File: src/hw/rtl/sla_pkg.sv
// ----------------------------------------------------------------------------
// sla_pkg
// Shared types and constants for the shifted-luma anaglyph block.
// ----------------------------------------------------------------------------
package sla_pkg;

    localparam int PIX_W   = 24;
    localparam int LUMA_W  = 8;
    localparam int SHIFT_W = 3;
    localparam int MAC_W   = 24;

    localparam logic [SHIFT_W-1:0] SHIFT_RESET = 3'd3;

    // BT.601 weights in Q0.16
    localparam logic [15:0] LUMA_R_WT = 16'd19595;
    localparam logic [15:0] LUMA_G_WT = 16'd38470;
    localparam logic [15:0] LUMA_B_WT = 16'd7471;

    typedef logic [LUMA_W-1:0]  luma_t;
    typedef logic [PIX_W-1:0]   pixel_t;
    typedef logic [SHIFT_W-1:0] shift_t;

    // one registered input item after luma conversion
    typedef struct packed {
        luma_t luma;
        logic  last;
    } sla_item_t;

endpackage

File: src/hw/rtl/sla_luma.sv
// ----------------------------------------------------------------------------
// sla_luma
// Input stage: converts RGB to luma and holds the item in the input register.
// ----------------------------------------------------------------------------
module sla_luma (
    input  logic              aclk,
    input  logic              aresetn,
    input  logic              in_valid,
    output logic              in_ready,
    input  sla_pkg::pixel_t   in_pixel,
    input  logic              in_last,
    output logic              item_valid,
    output sla_pkg::sla_item_t item,
    input  logic              item_take
);
    import sla_pkg::*;

    logic      valid_reg;
    sla_item_t item_reg;
    logic [MAC_W-1:0] mac;
    luma_t     luma;

    // weighted sum, top byte is the truncated luma
    assign mac = MAC_W'(LUMA_R_WT) * MAC_W'(in_pixel[23:16])
               + MAC_W'(LUMA_G_WT) * MAC_W'(in_pixel[15:8])
               + MAC_W'(LUMA_B_WT) * MAC_W'(in_pixel[7:0]);
    assign luma = mac[MAC_W-1:MAC_W-LUMA_W];

    assign in_ready   = !valid_reg || item_take;
    assign item_valid = valid_reg;
    assign item       = item_reg;

    always_ff @(posedge aclk) begin
        if (!aresetn) begin
            valid_reg <= 1'b0;
        end else if (in_valid && in_ready) begin
            valid_reg <= 1'b1;
        end else if (item_take) begin
            valid_reg <= 1'b0;
        end
    end

    always_ff @(posedge aclk) begin
        if (in_valid && in_ready) begin
            item_reg.luma <= luma;
            item_reg.last <= in_last;
        end
    end

endmodule

File: src/hw/rtl/sla_core.sv
// ----------------------------------------------------------------------------
// sla_core
// Luma window, row counters, output selection and the result register.
// ----------------------------------------------------------------------------
module sla_core #(
    parameter int MAX_SHIFT = 7
) (
    input  logic               aclk,
    input  logic               aresetn,
    input  sla_pkg::shift_t    shift,
    input  logic               item_valid,
    input  sla_pkg::sla_item_t item,
    output logic               item_take,
    output logic               out_valid,
    input  logic               out_ready,
    output sla_pkg::pixel_t    out_pixel,
    output logic               out_row_end
);
    import sla_pkg::*;

    localparam int WIN_DEPTH = 2 * MAX_SHIFT + 1;
    localparam int IW        = $clog2(WIN_DEPTH);
    localparam int CW        = $clog2(WIN_DEPTH + 1);
    localparam int EW        = $clog2(2 * WIN_DEPTH);

    luma_t          win_reg [WIN_DEPTH];
    logic [CW-1:0]  col_reg, pend_reg;
    logic           drain_reg, flush_reg;
    logic           out_valid_reg, row_end_reg;
    pixel_t         pixel_reg;

    luma_t          win_v [WIN_DEPTH];
    logic [CW-1:0]  col_v, pend_v, k;
    logic           flush_v, out_free, active, emit, more, last_out;
    logic [EW-1:0]  s_eff, kx, lsum, rdiff;
    logic           left_ok, right_ok;
    logic [IW-1:0]  lidx, ridx, kidx;
    luma_t          left, right;

    assign s_eff = (EW'(shift) > EW'(MAX_SHIFT)) ? EW'(MAX_SHIFT) : EW'(shift);

    assign out_free  = !out_valid_reg || out_ready;
    assign item_take = item_valid && !drain_reg && out_free;
    assign active    = item_take || (drain_reg && out_free);

    // state as seen this cycle: freshly shifted on a new item, held while draining
    always_comb begin
        if (drain_reg) begin
            win_v   = win_reg;
            col_v   = col_reg;
            pend_v  = pend_reg;
            flush_v = flush_reg;
        end else begin
            win_v[0] = item.luma;
            for (int i = 1; i < WIN_DEPTH; i++) begin
                win_v[i] = win_reg[i-1];
            end
            col_v   = (col_reg < CW'(WIN_DEPTH)) ? col_reg + CW'(1) : col_reg;
            pend_v  = (pend_reg < CW'(WIN_DEPTH)) ? pend_reg + CW'(1) : pend_reg;
            flush_v = item.last;
        end
    end

    // oldest pending column sits at window index pend_v - 1
    assign k     = pend_v - CW'(1);
    assign kx    = EW'(k);
    assign kidx  = k[IW-1:0];
    assign lsum  = kx + s_eff;
    assign rdiff = kx - s_eff;

    // missing neighbor falls back to the column's own luma
    assign left_ok  = (EW'(col_v) >= lsum + EW'(1)) && (lsum < EW'(WIN_DEPTH));
    assign right_ok = (kx >= s_eff);
    assign lidx     = left_ok  ? lsum[IW-1:0]  : kidx;
    assign ridx     = right_ok ? rdiff[IW-1:0] : kidx;

    assign left  = win_v[lidx];
    assign right = win_v[ridx];

    assign emit     = active && (flush_v ? (pend_v != '0) : (EW'(pend_v) > s_eff));
    assign last_out = flush_v && (k == '0);
    assign more     = flush_v ? (k != '0) : (EW'(k) > s_eff);

    always_ff @(posedge aclk) begin
        if (!aresetn) begin
            col_reg   <= '0;
            pend_reg  <= '0;
            drain_reg <= 1'b0;
            flush_reg <= 1'b0;
        end else if (active) begin
            col_reg   <= (emit && last_out) ? '0 : col_v;
            pend_reg  <= emit ? k : pend_v;
            drain_reg <= emit && more;
            flush_reg <= flush_v;
        end
    end

    always_ff @(posedge aclk) begin
        if (item_take) begin
            win_reg <= win_v;
        end
    end

    always_ff @(posedge aclk) begin
        if (!aresetn) begin
            out_valid_reg <= 1'b0;
        end else if (emit) begin
            out_valid_reg <= 1'b1;
        end else if (out_ready) begin
            out_valid_reg <= 1'b0;
        end
    end

    always_ff @(posedge aclk) begin
        if (emit) begin
            pixel_reg   <= {left, 8'h00, right};
            row_end_reg <= last_out;
        end
    end

    assign out_valid   = out_valid_reg;
    assign out_pixel   = pixel_reg;
    assign out_row_end = row_end_reg;

endmodule

File: src/hw/rtl/shifted_luma_anaglyph.sv
// ----------------------------------------------------------------------------
// shifted_luma_anaglyph
// Red/cyan pseudo-anaglyph from an RGB pixel stream by horizontal luma shift.
// ----------------------------------------------------------------------------
// Each input item is one 24-bit RGB pixel in row order; last_in_row marks the
// final pixel of a row. Every pixel yields one output item whose red byte is
// the BT.601 luma (Q0.16 weights, truncated) of the pixel s columns to the
// left, green is zero, and blue is the luma s columns to the right; near a row
// edge the pixel's own luma stands in for the missing side. s is the
// shift_distance register (reset 3), clamped to MAX_SHIFT. Outputs trail the
// input by s columns inside a row. Within a row, while the output is not
// stalled, the block takes one pixel per clock and gives one result per clock
// once s+1 pixels have arrived. The last pixel of a row releases all pending
// results (up to s+1), one per clock from the result register unless stalled,
// and input is held off until they have drained. A pixel passes an input
// register (luma conversion ahead of it) and a result register: a result that
// an item releases as it is taken is presented in the cycle after the take.
// Write shift_distance only while the block is idle.
// ----------------------------------------------------------------------------
module shifted_luma_anaglyph #(
    parameter int MAX_SHIFT = 7
) (
    input  logic                 aclk,
    input  logic                 aresetn,
    // shift_distance register
    input  logic                 cfg_we,
    input  sla_pkg::shift_t      cfg_wdata,
    // pixel input
    input  logic                 s_valid,
    output logic                 s_ready,
    input  sla_pkg::pixel_t      s_pixel,
    input  logic                 s_last_in_row,
    // anaglyph output
    output logic                 m_valid,
    input  logic                 m_ready,
    output sla_pkg::pixel_t      m_pixel_out,
    output logic                 m_row_end_out
);
    import sla_pkg::*;

    shift_t    shift_reg;
    logic      item_valid;
    logic      item_take;
    sla_item_t item;

    // configuration register
    always_ff @(posedge aclk) begin
        if (!aresetn) begin
            shift_reg <= SHIFT_RESET;
        end else if (cfg_we) begin
            shift_reg <= cfg_wdata;
        end
    end

    // input register with luma conversion in front
    sla_luma u_luma (
        .aclk       (aclk),
        .aresetn    (aresetn),
        .in_valid   (s_valid),
        .in_ready   (s_ready),
        .in_pixel   (s_pixel),
        .in_last    (s_last_in_row),
        .item_valid (item_valid),
        .item       (item),
        .item_take  (item_take)
    );

    // window, counters, neighbor selection and result register
    sla_core #(
        .MAX_SHIFT (MAX_SHIFT)
    ) u_core (
        .aclk        (aclk),
        .aresetn     (aresetn),
        .shift       (shift_reg),
        .item_valid  (item_valid),
        .item        (item),
        .item_take   (item_take),
        .out_valid   (m_valid),
        .out_ready   (m_ready),
        .out_pixel   (m_pixel_out),
        .out_row_end (m_row_end_out)
    );

endmodule

File: config.mk
export PLATFORM = sky130hd
export DESIGN_NAME = shifted_luma_anaglyph
export DESIGN_NICKNAME = d
export VERILOG_FILES = /design/src/hw/rtl/sla_pkg.sv /design/src/hw/rtl/sla_luma.sv /design/src/hw/rtl/sla_core.sv /design/src/hw/rtl/shifted_luma_anaglyph.sv
export SDC_FILE = /design/constraint.sdc
export NUM_CORES = 1
export LEC_CHECK = 0
export BUFFER_PORTS_ARGS = -buffer_cell sky130_fd_sc_hd__buf_2
export CAP_MARGIN = 30
export CORE_UTILIZATION = 45
export CTS_BUF_LIST = sky130_fd_sc_hd__clkbuf_4
export DETAILED_ROUTE_END_ITERATION = 8
export PLACE_DENSITY = 0.72
export SYNTH_ARGS = -nofsm -noshare
export SYNTH_HDL_FRONTEND = slang
export SYNTH_HIERARCHICAL = 1
export SYNTH_SLANG_ARGS = --single-unit
File: constraint.sdc
create_clock -name aclk -period 16.95 [get_ports aclk]
set_clock_uncertainty 0.15 [all_clocks]
set_input_delay 1.695 -clock aclk [delete_from_list [all_inputs] [get_ports aclk]]
set_output_delay 1.695 -clock aclk [all_outputs]
set_load 0.03 [all_outputs]
==> results, run 1 <==
- The run finished with clean final reports.
- The number of warnings reported in the yosys synthesis log is 6.
- After synthesis the netlist holds a flip-flop and latch count of 161.
- The detailed router placed 10713 vias in this run.
- The count of final max-slew check failures came to 0.
- Ranked by instance count, the synthesized netlist is headed by sky130_fd_sc_hd__inv_1 (279), sky130_fd_sc_hd__ha_1 (172), sky130_fd_sc_hd__edfxtp_1 (146).
- The count of nets left with antenna violations once routing finished came out at 0.
- Along the worst path, the maximum fanout reaches 7.
- The register with the most flip-flops in the layout has 120 of them.
- The timing startpoint of the critical path is s_pixel[14].
- The initial utilization of the core area, before any placement, comes to 46.0%.
- In this design, the critical path's most frequently occurring cell is sky130_fd_sc_hd__fa_1.
- The H-tree generated during clock tree synthesis spans 4 levels.
- The fraction of post-synthesis cell area in the top cell type by area is 27.5%.
- Yosys mapped a number of flops with a built-in enable equal to 146.
- The final cycle utilization of the critical path is 47.4%.
- Setup violations remaining at the end of the flow were counted as 0.
- The number of sinks driven by the clock tree is 161.
- The number of buffers inserted for hold repair after clock tree synthesis is 0.
- The hold violation count in the final report is 0.
- The number of search-and-repair iterations in the first detailed-routing pass is 5.
- The die height is 190 µm.
- The highest clock rate is 0.124 GHz.
- Entering global routing, the biggest net connects 59 pins.
- The final layout contains 1787 nets.
- The startpoint identified for the worst hold timing path is u_core/flush_reg.
- The tightest min-delay check is of the reg -> reg type.
- The headroom to the max-slew limit is 37.9%.
- The most common flop cell mapped by yosys is sky130_fd_sc_hd__edfxtp_1.
- The cell count after synthesis came out at 1416.
- The number of buffer cells added on primary ports is 51.
- The clock slew at the register clock pins of the worst setup and hold paths is 0.15 ns.
- Clock latency on the worst-skew pair, taken at its later pin, is 0.59 ns.
- The clock tree buffer depth is 2.
- The area overhead of the layout relative to synthesis is 6.89%.
- The total number of placement rows is 68.
- The detailed router finished its first iteration with 834 violations.
- The required time at the worst-slack endpoint is 17.15 ns.
- The filler cells instantiated in the layout total 3203.
- STA puts the critical path data arrival time at 8.24 ns.
- The first-pass GRT wire length is 57700 µm.
- By instance count, the leading cell after synthesis is sky130_fd_sc_hd__inv_1.
- Setup repair after global routing left no endpoint under its margin.
- The count of different cell masters after synthesis is 89.
- The overflow left after global routing is 0.
- The number of post-CTS setup repair buffers is 0.
- Routability-driven placement finished with a final weighted congestion of 0.903.
- The total DRC errors in the routed layout is 0.
- The post-DP HPWL is 27000 µm.
- The largest individual stage delay along the critical path comes from the cell sky130_fd_sc_hd__fa_1.
- The core outline area is 34700 µm².
- After detailed routing, the average wire length per cell comes to 18.0 µm.
- The largest delay contributor family on the critical path is adder cells.
- The biggest cell delay along the critical path is 0.51 ns.
- TritonCTS built the clock tree.
- The capturing element type of the critical path is a flop.
- The fraction of registers with async set/reset is 0%.
- The worst setup path is launched from a primary input.
- The total wire length after detailed routing is 34700 µm.
- The share of the Yosys chip area taken by registers is 29.4%.
- The overall routing resource usage is 20.2%.
- The number of buffers and inverters on the critical path is 4.
- The mean post-synth cell area is 11.3 µm².
- The number of antenna violations at the first check in global routing is 1.
- The post-route netlist has 16.9% of its cells at a drive strength greater than 1.
- After synthesis, the cell types taking the most area are sky130_fd_sc_hd__edfxtp_1 (27%), sky130_fd_sc_hd__fa_1 (15%), sky130_fd_sc_hd__ha_1 (13%), sky130_fd_sc_hd__inv_1 (6.6%), sky130_fd_sc_hd__mux2_2 (6.6%).
- The die area is 36200 µm².
- The synthesized cell area is 16000 µm².
- In this run the count of I/O pins placed on the die edge is 60.
- The total negative slack for setup checks is 0 ns.
- The launch point of the worst reg-to-reg path is u_core/drain_reg.
- Once the clock tree was built, the resizer swapped 0 gates to a different size.
- Buffers inserted during clock tree synthesis total 17.
- The library cell used as clock root buffer is sky130_fd_sc_hd__clkbuf_4.
- The minimum hold slack is 0.382 ns.
- The number of global-route vias before repair is 11113.
- The kind of critical path is in -> reg.
- The final critical-path required period is 8.04 ns.
- At the pin with the least slew margin, the transition time is 0.928 ns.
- The horizontal die dimension is 190 µm.
- The tool flagged a number of max-cap violations equal to 0.
- Of all cell types, the one taking the most synthesized area is sky130_fd_sc_hd__edfxtp_1.
- Dividing the detail-routed via count by the number of cells gives 5.55.
stage by stage:
step	setup slack [ns]	utilization [%]	std cells	area, µm²
2_1_floorplan	3.69	-	1423	16000
3_3_place_gp	8.49	48.0	1896	16700
3_5_place_dp	8.33	48.2	1898	16700
4_1_cts	8.97	49.1	1930	17100
5_1_grt	8.62	49.1	1931	17100
6_report	8.91	49.1	1931	17100
per-layer routing:
metal	up-vias	global-route usage (%)	part of all wire, %	wire length, µm
met5	-	0	0	0
met3	64	3.09	4.2	1460
met4	0	6.98	2.8	959
met1	5314	26.2	44	15400
li1	5064	-	-	-
met2	271	34.2	49	16900
layout make-up:
class,count,area [µm²],share of cell area [%]
inverter,279,1050,6.14
sequential,161,4690,27.5
clock buffer,17,128,0.748
multi-input combinational,936,10000,58.7
clock inverter,15,198,1.16
tap,455,569,3.34
timing repair buffer,67,408,2.39
antenna,1,2.50,0.0147
cells in the final DEF (no fill, tap or decap), drive strengths merged, types with 8 or more instances in the layout:
cell / count
nand2: 53
dfxtp: 15
buf: 67
nor2: 40
a21oi: 35
a211oi: 9
a32oi: 11
conb: 8
nor2b: 13
and2: 8
a31oi: 11
nor3: 17
xnor2: 22
fa: 120
nand2b: 18
inv: 285
mux2i: 85
ha: 172
edfxtp: 146
clkbuf: 17
mux4: 22
o21ai: 35
o211ai: 22
mux2: 97
nand3: 14
worst register-to-register path: stages (launching register included):
cell and delay, ns:
sky130_fd_sc_hd__dfxtp_4 0.36, sky130_fd_sc_hd__buf_4 0.35, sky130_fd_sc_hd__buf_16 0.30, sky130_fd_sc_hd__a31oi_4 0.13, sky130_fd_sc_hd__xnor2_2 0.45, sky130_fd_sc_hd__inv_1 0.21
sky130_fd_sc_hd__ha_1 0.44, sky130_fd_sc_hd__inv_1 0.19, sky130_fd_sc_hd__fa_1 0.63, sky130_fd_sc_hd__inv_1 0.09, sky130_fd_sc_hd__ha_1 0.29, sky130_fd_sc_hd__inv_1 0.05
sky130_fd_sc_hd__ha_1 0.28, sky130_fd_sc_hd__a21o_1 0.16, sky130_fd_sc_hd__a211o_1 0.30, sky130_fd_sc_hd__o21a_1 0.24, sky130_fd_sc_hd__a31oi_2 0.73, sky130_fd_sc_hd__or2_1 0.42
sky130_fd_sc_hd__buf_4 0.33, sky130_fd_sc_hd__mux4_2 0.56, sky130_fd_sc_hd__and2_1 0.18, sky130_fd_sc_hd__nor4b_2 0.32
final timing paths:
| check | to | slack [ns] | depth (start not counted) |
|---|---|---|---|
| setup reg to reg | u_core/out_pixel[19] | 9.60 | 21 |
| setup / recovery | u_luma/item[8] | 8.91 | 25 |
| hold / removal | u_core/flush_reg | 0.38 | 2 |
| hold reg to reg | u_core/flush_reg | 0.38 | 2 |
cell families (layout without fill, tap and decap cells):
kind of cell               Yosys count  in the layout  synth area share (%)
other                                1              9                0.0235
and+or+nand+nor                    199            199                  6.94
xor gates and xnor gates            29             29                  1.69
DFF                                161            161                  29.4
AOI/OAI and AO/OA                  204            204                  9.68
adders and majority gates          292            292                  28.5
buffers and inverters              326            378                  8.23
muxes                              204            204                  15.5
Power of run 1 is not shown: default switching activity piles up to over one toggle a cycle in this logic, so the estimate is an artifact.
==> inputs of run 2 (changes only) <==
Settings changed: ABC_AREA set to 1.
Clock period 16.95 ns to 8.1 ns, I/O delays scaled along.
==> results, run 2 <==
- In the layout the commonest cells are sky130_fd_sc_hd__inv_1 (414), sky130_fd_sc_hd__nand2_1 (404), sky130_fd_sc_hd__nand3_1 (314), sky130_fd_sc_hd__ha_1 (172), sky130_fd_sc_hd__edfxtp_1 (146).
- The number of buffers created by CTS is 17 (unchanged).
- Of the available clock period, the critical path in the final layout requires 81.1%.
- The overall routing resource usage is 22.8% (+2.6 points).
- The number of synthesized flops with an enable pin was 146 (unchanged).
- The number of antenna violations at the first check in global routing is 1 (unchanged).
- By area the synthesized netlist is led by sky130_fd_sc_hd__edfxtp_1 (26%), sky130_fd_sc_hd__fa_1 (14%), sky130_fd_sc_hd__ha_1 (13%), sky130_fd_sc_hd__nand3_1 (9.2%), sky130_fd_sc_hd__inv_1 (9.1%).
- The worst reg-to-reg setup slack is 1.99 ns (-7.61 ns).
- The total wire length after detailed routing is 42500 µm (+22%).
- The flow ran to the end, and the final reports show no timing, DRC or antenna violations.
- The final critical-path required period is 6.57 ns.
- The post-detailed-route via-to-cell ratio is 5.28 (-4.8%).
- The overflow left after global routing is 0 (unchanged).
- The hold path depth is 1 (-1).
- The die height came to 197 µm (+3.4%).
- The critical-path maximum fanout is 7 (unchanged).
- The number of cell instances on the worst register-to-register path was 27 (+29%).
- The detailed-route wire length per cell was 15.9 µm (-12%).
- The residual antenna-violating net count after detailed routing came to 0 (unchanged).
- The die area is 38700 µm² (+6.9%).
- The via count of the routed design is 14132 (+32%).
- The total I/O pin count is 60 (unchanged).
- The number of resized instances in the post-cts repair step was 0 (unchanged).
- The fraction of post-synthesis cell area in the top cell type by area was 25.7% (-1.8 points).
- The TritonCTS clock tree is built.
- The H-tree level count is 4 (unchanged).
- The biggest cell delay along the critical path is 0.52 ns (about the same).
- The endpoint of the worst-slack reg-to-reg timing path is u_core/out_pixel[19].
- The clock tree buffer depth came to 2 (unchanged).
- The number of stages on the worst setup path is 27 (+8.0%).
- The horizontal die dimension is 197 µm (+3.4%).
- The number of flip-flops in the largest register is 120 (unchanged).
- The leading cell type by number of instances after synthesis is sky130_fd_sc_hd__inv_1.
- The total instance count after detailed placement is 2641 (+39%).
- The number of warnings reported in the yosys synthesis log is 6 (unchanged).
- Tracing the worst setup path back leads to its startpoint at s_pixel[14].
- In this run the critical register-to-register path is launched from u_core/drain_reg.
- The net count reported at finish is 2482 (+39%).
- The core outline area is 37000 µm² (+6.5%).
- The post-DP HPWL came to 30800 µm (+14%).
- The headroom to the max-slew limit is 31.9% (-6.0 points).
- The fraction of registers with async set/reset came to 0% (unchanged).
- The post-synthesis instance total is 2143 (+51%).
- The total number of placement rows is 70 (+2.9%).
- The count of final max-slew check failures is 0 (unchanged).
- The clock slew at the register clock pins of the worst setup and hold paths is 0.14 ns (about the same).
- The starting density of the core is 46.2% (+0.21 points).
- The library cell used as clock root buffer is sky130_fd_sc_hd__clkbuf_4.
- The post-detailed-placement cell area is 17700 µm² (+5.9%).
- Leaving out fill and tap cells, the most frequent cell in the layout is sky130_fd_sc_hd__inv_1.
- In the synthesized netlist, the cells that appear most often are sky130_fd_sc_hd__inv_1 (414), sky130_fd_sc_hd__nand2_1 (405), sky130_fd_sc_hd__nand3_1 (314).
- The most critical setup path has its endpoint at u_luma/item[5].
- The number of search-and-repair iterations in the first detailed-routing pass is 6 (+1).
- The first-pass GRT wire length was 70900 µm (+23%).
- The number of sinks driven by the clock tree is 161 (unchanged).
- Static timing analysis puts the maximum clock frequency at 0.152 GHz.
- The arrival time at the worst endpoint is 6.81 ns (-1.43 ns).
- The worst path buffer plus inverter count came to 4 (unchanged).
- The sequential fraction of the synthesis area was 27.5% (-1.9 points).
- The class of the worst hold path is in -> reg.
- The worst setup path is captured at a flop.
- The required time at the worst-slack endpoint is 8.34 ns (-8.81 ns).
- The total DRC errors in the routed layout is 0 (unchanged).
- Relative to the synthesized area, the layout overhead comes to 5.80%.
- Setup repair after global routing left no endpoint under its margin.
- The fill cell total of the finished layout is 3633 (+13%).
- The number of max-capacitance violations reported came to 0 (unchanged).
- The number of endpoints failing setup at the final stage was 0 (unchanged).
- The final non-filler cell area is 18100 µm² (+5.9%).
- The number of global-route vias before repair is 14125 (+27%).
- The setup slack at placement is 0.905 ns (-7.42 ns).
- The share of post-route cells with drive strength above 1 came to 11.8% (-5.1 points).
- The number of buffers inserted for hold repair after clock tree synthesis was 0 (unchanged).
- The clock latency at the later pin of the worst-skew pair came to 0.61 ns (+0.02 ns).
- The hold violation count in the final report came to 0 (unchanged).
- The number of buffer cells added on primary ports came to 51 (unchanged).
- The number of register bits inferred by synthesis is 161 (unchanged).
- The count of different cell masters after synthesis is 48 (-46%).
- The mean post-synth cell area is 7.96 µm² (-29%).
- The actual transition at the worst max-transition pin was 1.02 ns (+0.0909 ns).
- The iteration-0 DRC count of the detailed router is 1261 (+51%).
- By instance count, the cell type seen most on the critical path is sky130_fd_sc_hd__fa_1.
- The number of post-CTS setup repair buffers was 0 (unchanged).
- The kind of launch point of the worst setup path is a primary input.
- The largest area contributor in the synthesized netlist is sky130_fd_sc_hd__edfxtp_1.
- The largest net degree at the start of global routing is 109 (+85%).
- The total negative slack for setup checks is 0 ns (unchanged).
- The final worst slack is 1.53 ns (-7.39 ns).
- The global placer's final weighted congestion came to 0.946 (+4.7%).
- The master of the slowest instance on the critical path is sky130_fd_sc_hd__fa_1.
- The largest delay contributor family on the critical path is adder cells.
- The synthesized cell area was 17100 µm² (+7.0%).
- The most common flop cell mapped by yosys is sky130_fd_sc_hd__edfxtp_1.
- The non-filler instance count after layout came to 2675 (+39%).
- By startpoint and endpoint, the worst setup path is classified as in -> reg.
[run 2: cell types whose count changed in the layout (fill, tap and decap cells not counted), moves of 15 or more]
cell | previous run | this run
sky130_fd_sc_hd__nand2_2 | 0 | 19
sky130_fd_sc_hd__nor2_1 | 37 | 56
sky130_fd_sc_hd__mux4_2 | 19 | 0
sky130_fd_sc_hd__mux2_2 | 93 | 0
sky130_fd_sc_hd__a21oi_1 | 33 | 54
sky130_fd_sc_hd__nand3_1 | 14 | 314
sky130_fd_sc_hd__or2_2 | 5 | 101
sky130_fd_sc_hd__o211ai_1 | 22 | 7
sky130_fd_sc_hd__o21ai_0 | 30 | 139
sky130_fd_sc_hd__mux2i_1 | 82 | 0
sky130_fd_sc_hd__nand2_1 | 53 | 404
sky130_fd_sc_hd__nand2b_1 | 17 | 0
sky130_fd_sc_hd__inv_1 | 279 | 414
[run 2: worst min-delay path by stage]
stage	startpoint	to
after detailed placement	u_core/flush_reg	u_core/flush_reg
after floorplan	u_core/flush_reg	u_core/flush_reg
after global routing	s_last_in_row	u_luma/item[0]
after CTS	s_last_in_row	u_luma/item[0]
after global placement	u_core/flush_reg	u_core/flush_reg
final	s_last_in_row	u_luma/item[0]
[run 2: routing by layer]
metal	GRT usage [%]	vias to the layer above	wire length (µm)
li1	-	6901	-
met1	30.1	6575	18500
met2	38.4	566	20100
met3	2.99	90	2660
met4	8.15	0	1160
met5	0	-	0
[run 2: logic make-up after synthesis]
kind of cell | share of synthesized area (%)
AOI/OAI and AO/OA | 7.43
xor gates and xnor gates | 1.08
adders and majority gates | 26.7
buffers and inverters | 11.9
DFF | 27.5
other | 0.0220
and+or+nand+nor | 25.5
[run 2: cell type report]
| type | count | area, µm² | share of cell area, % |
|---|---|---|---|
| Inverter | 426 | 1600 | 8.87 |
| Tap cell | 504 | 631 | 3.49 |
| Clock inverter | 14 | 179 | 0.991 |
| Sequential cell | 161 | 4690 | 26.0 |
| Multi-Input combinational cell | 1483 | 10400 | 57.6 |
| Clock buffer | 18 | 135 | 0.748 |
| Timing Repair Buffer | 68 | 423 | 2.34 |
| Antenna cell | 1 | 2.50 | 0.0139 |
[run 2: stage by stage]
step	util, %	hold WS [ns]
3_5_place_dp	47.9	0.307
4_1_cts	48.8	0.193
3_3_place_gp	47.8	0.286
5_1_grt	48.8	0.192
6_report	48.8	0.232
2_1_floorplan	-	0.279
[run 2: worst reg2reg max path: stages, from the launching register on]
cell and delay [ns]:
sky130_fd_sc_hd__dfxtp_4 0.71, sky130_fd_sc_hd__inv_2 0.15, sky130_fd_sc_hd__nand3b_1 0.14, sky130_fd_sc_hd__nand2_2 0.11, sky130_fd_sc_hd__ha_1 0.45, sky130_fd_sc_hd__inv_1 0.14
sky130_fd_sc_hd__fa_1 0.42, sky130_fd_sc_hd__nand2_1 0.09, sky130_fd_sc_hd__inv_1 0.04, sky130_fd_sc_hd__nor2_1 0.21, sky130_fd_sc_hd__inv_1 0.13, sky130_fd_sc_hd__nor3_1 0.16
sky130_fd_sc_hd__inv_1 0.09, sky130_fd_sc_hd__xor2_1 0.17, sky130_fd_sc_hd__ha_1 0.26, sky130_fd_sc_hd__o21ai_0 0.07, sky130_fd_sc_hd__nand2_1 0.09, sky130_fd_sc_hd__nand2_1 0.13
sky130_fd_sc_hd__inv_1 0.07, sky130_fd_sc_hd__nand2_2 0.10, sky130_fd_sc_hd__nand3_2 0.50, sky130_fd_sc_hd__nand2_1 0.69, sky130_fd_sc_hd__buf_4 0.36, sky130_fd_sc_hd__nand2_1 0.09
sky130_fd_sc_hd__nand3_1 0.08, sky130_fd_sc_hd__nand3_1 0.08, sky130_fd_sc_hd__nand3_1 0.14, sky130_fd_sc_hd__nand2_1 0.07
Power of run 2 is left out for the same reason.
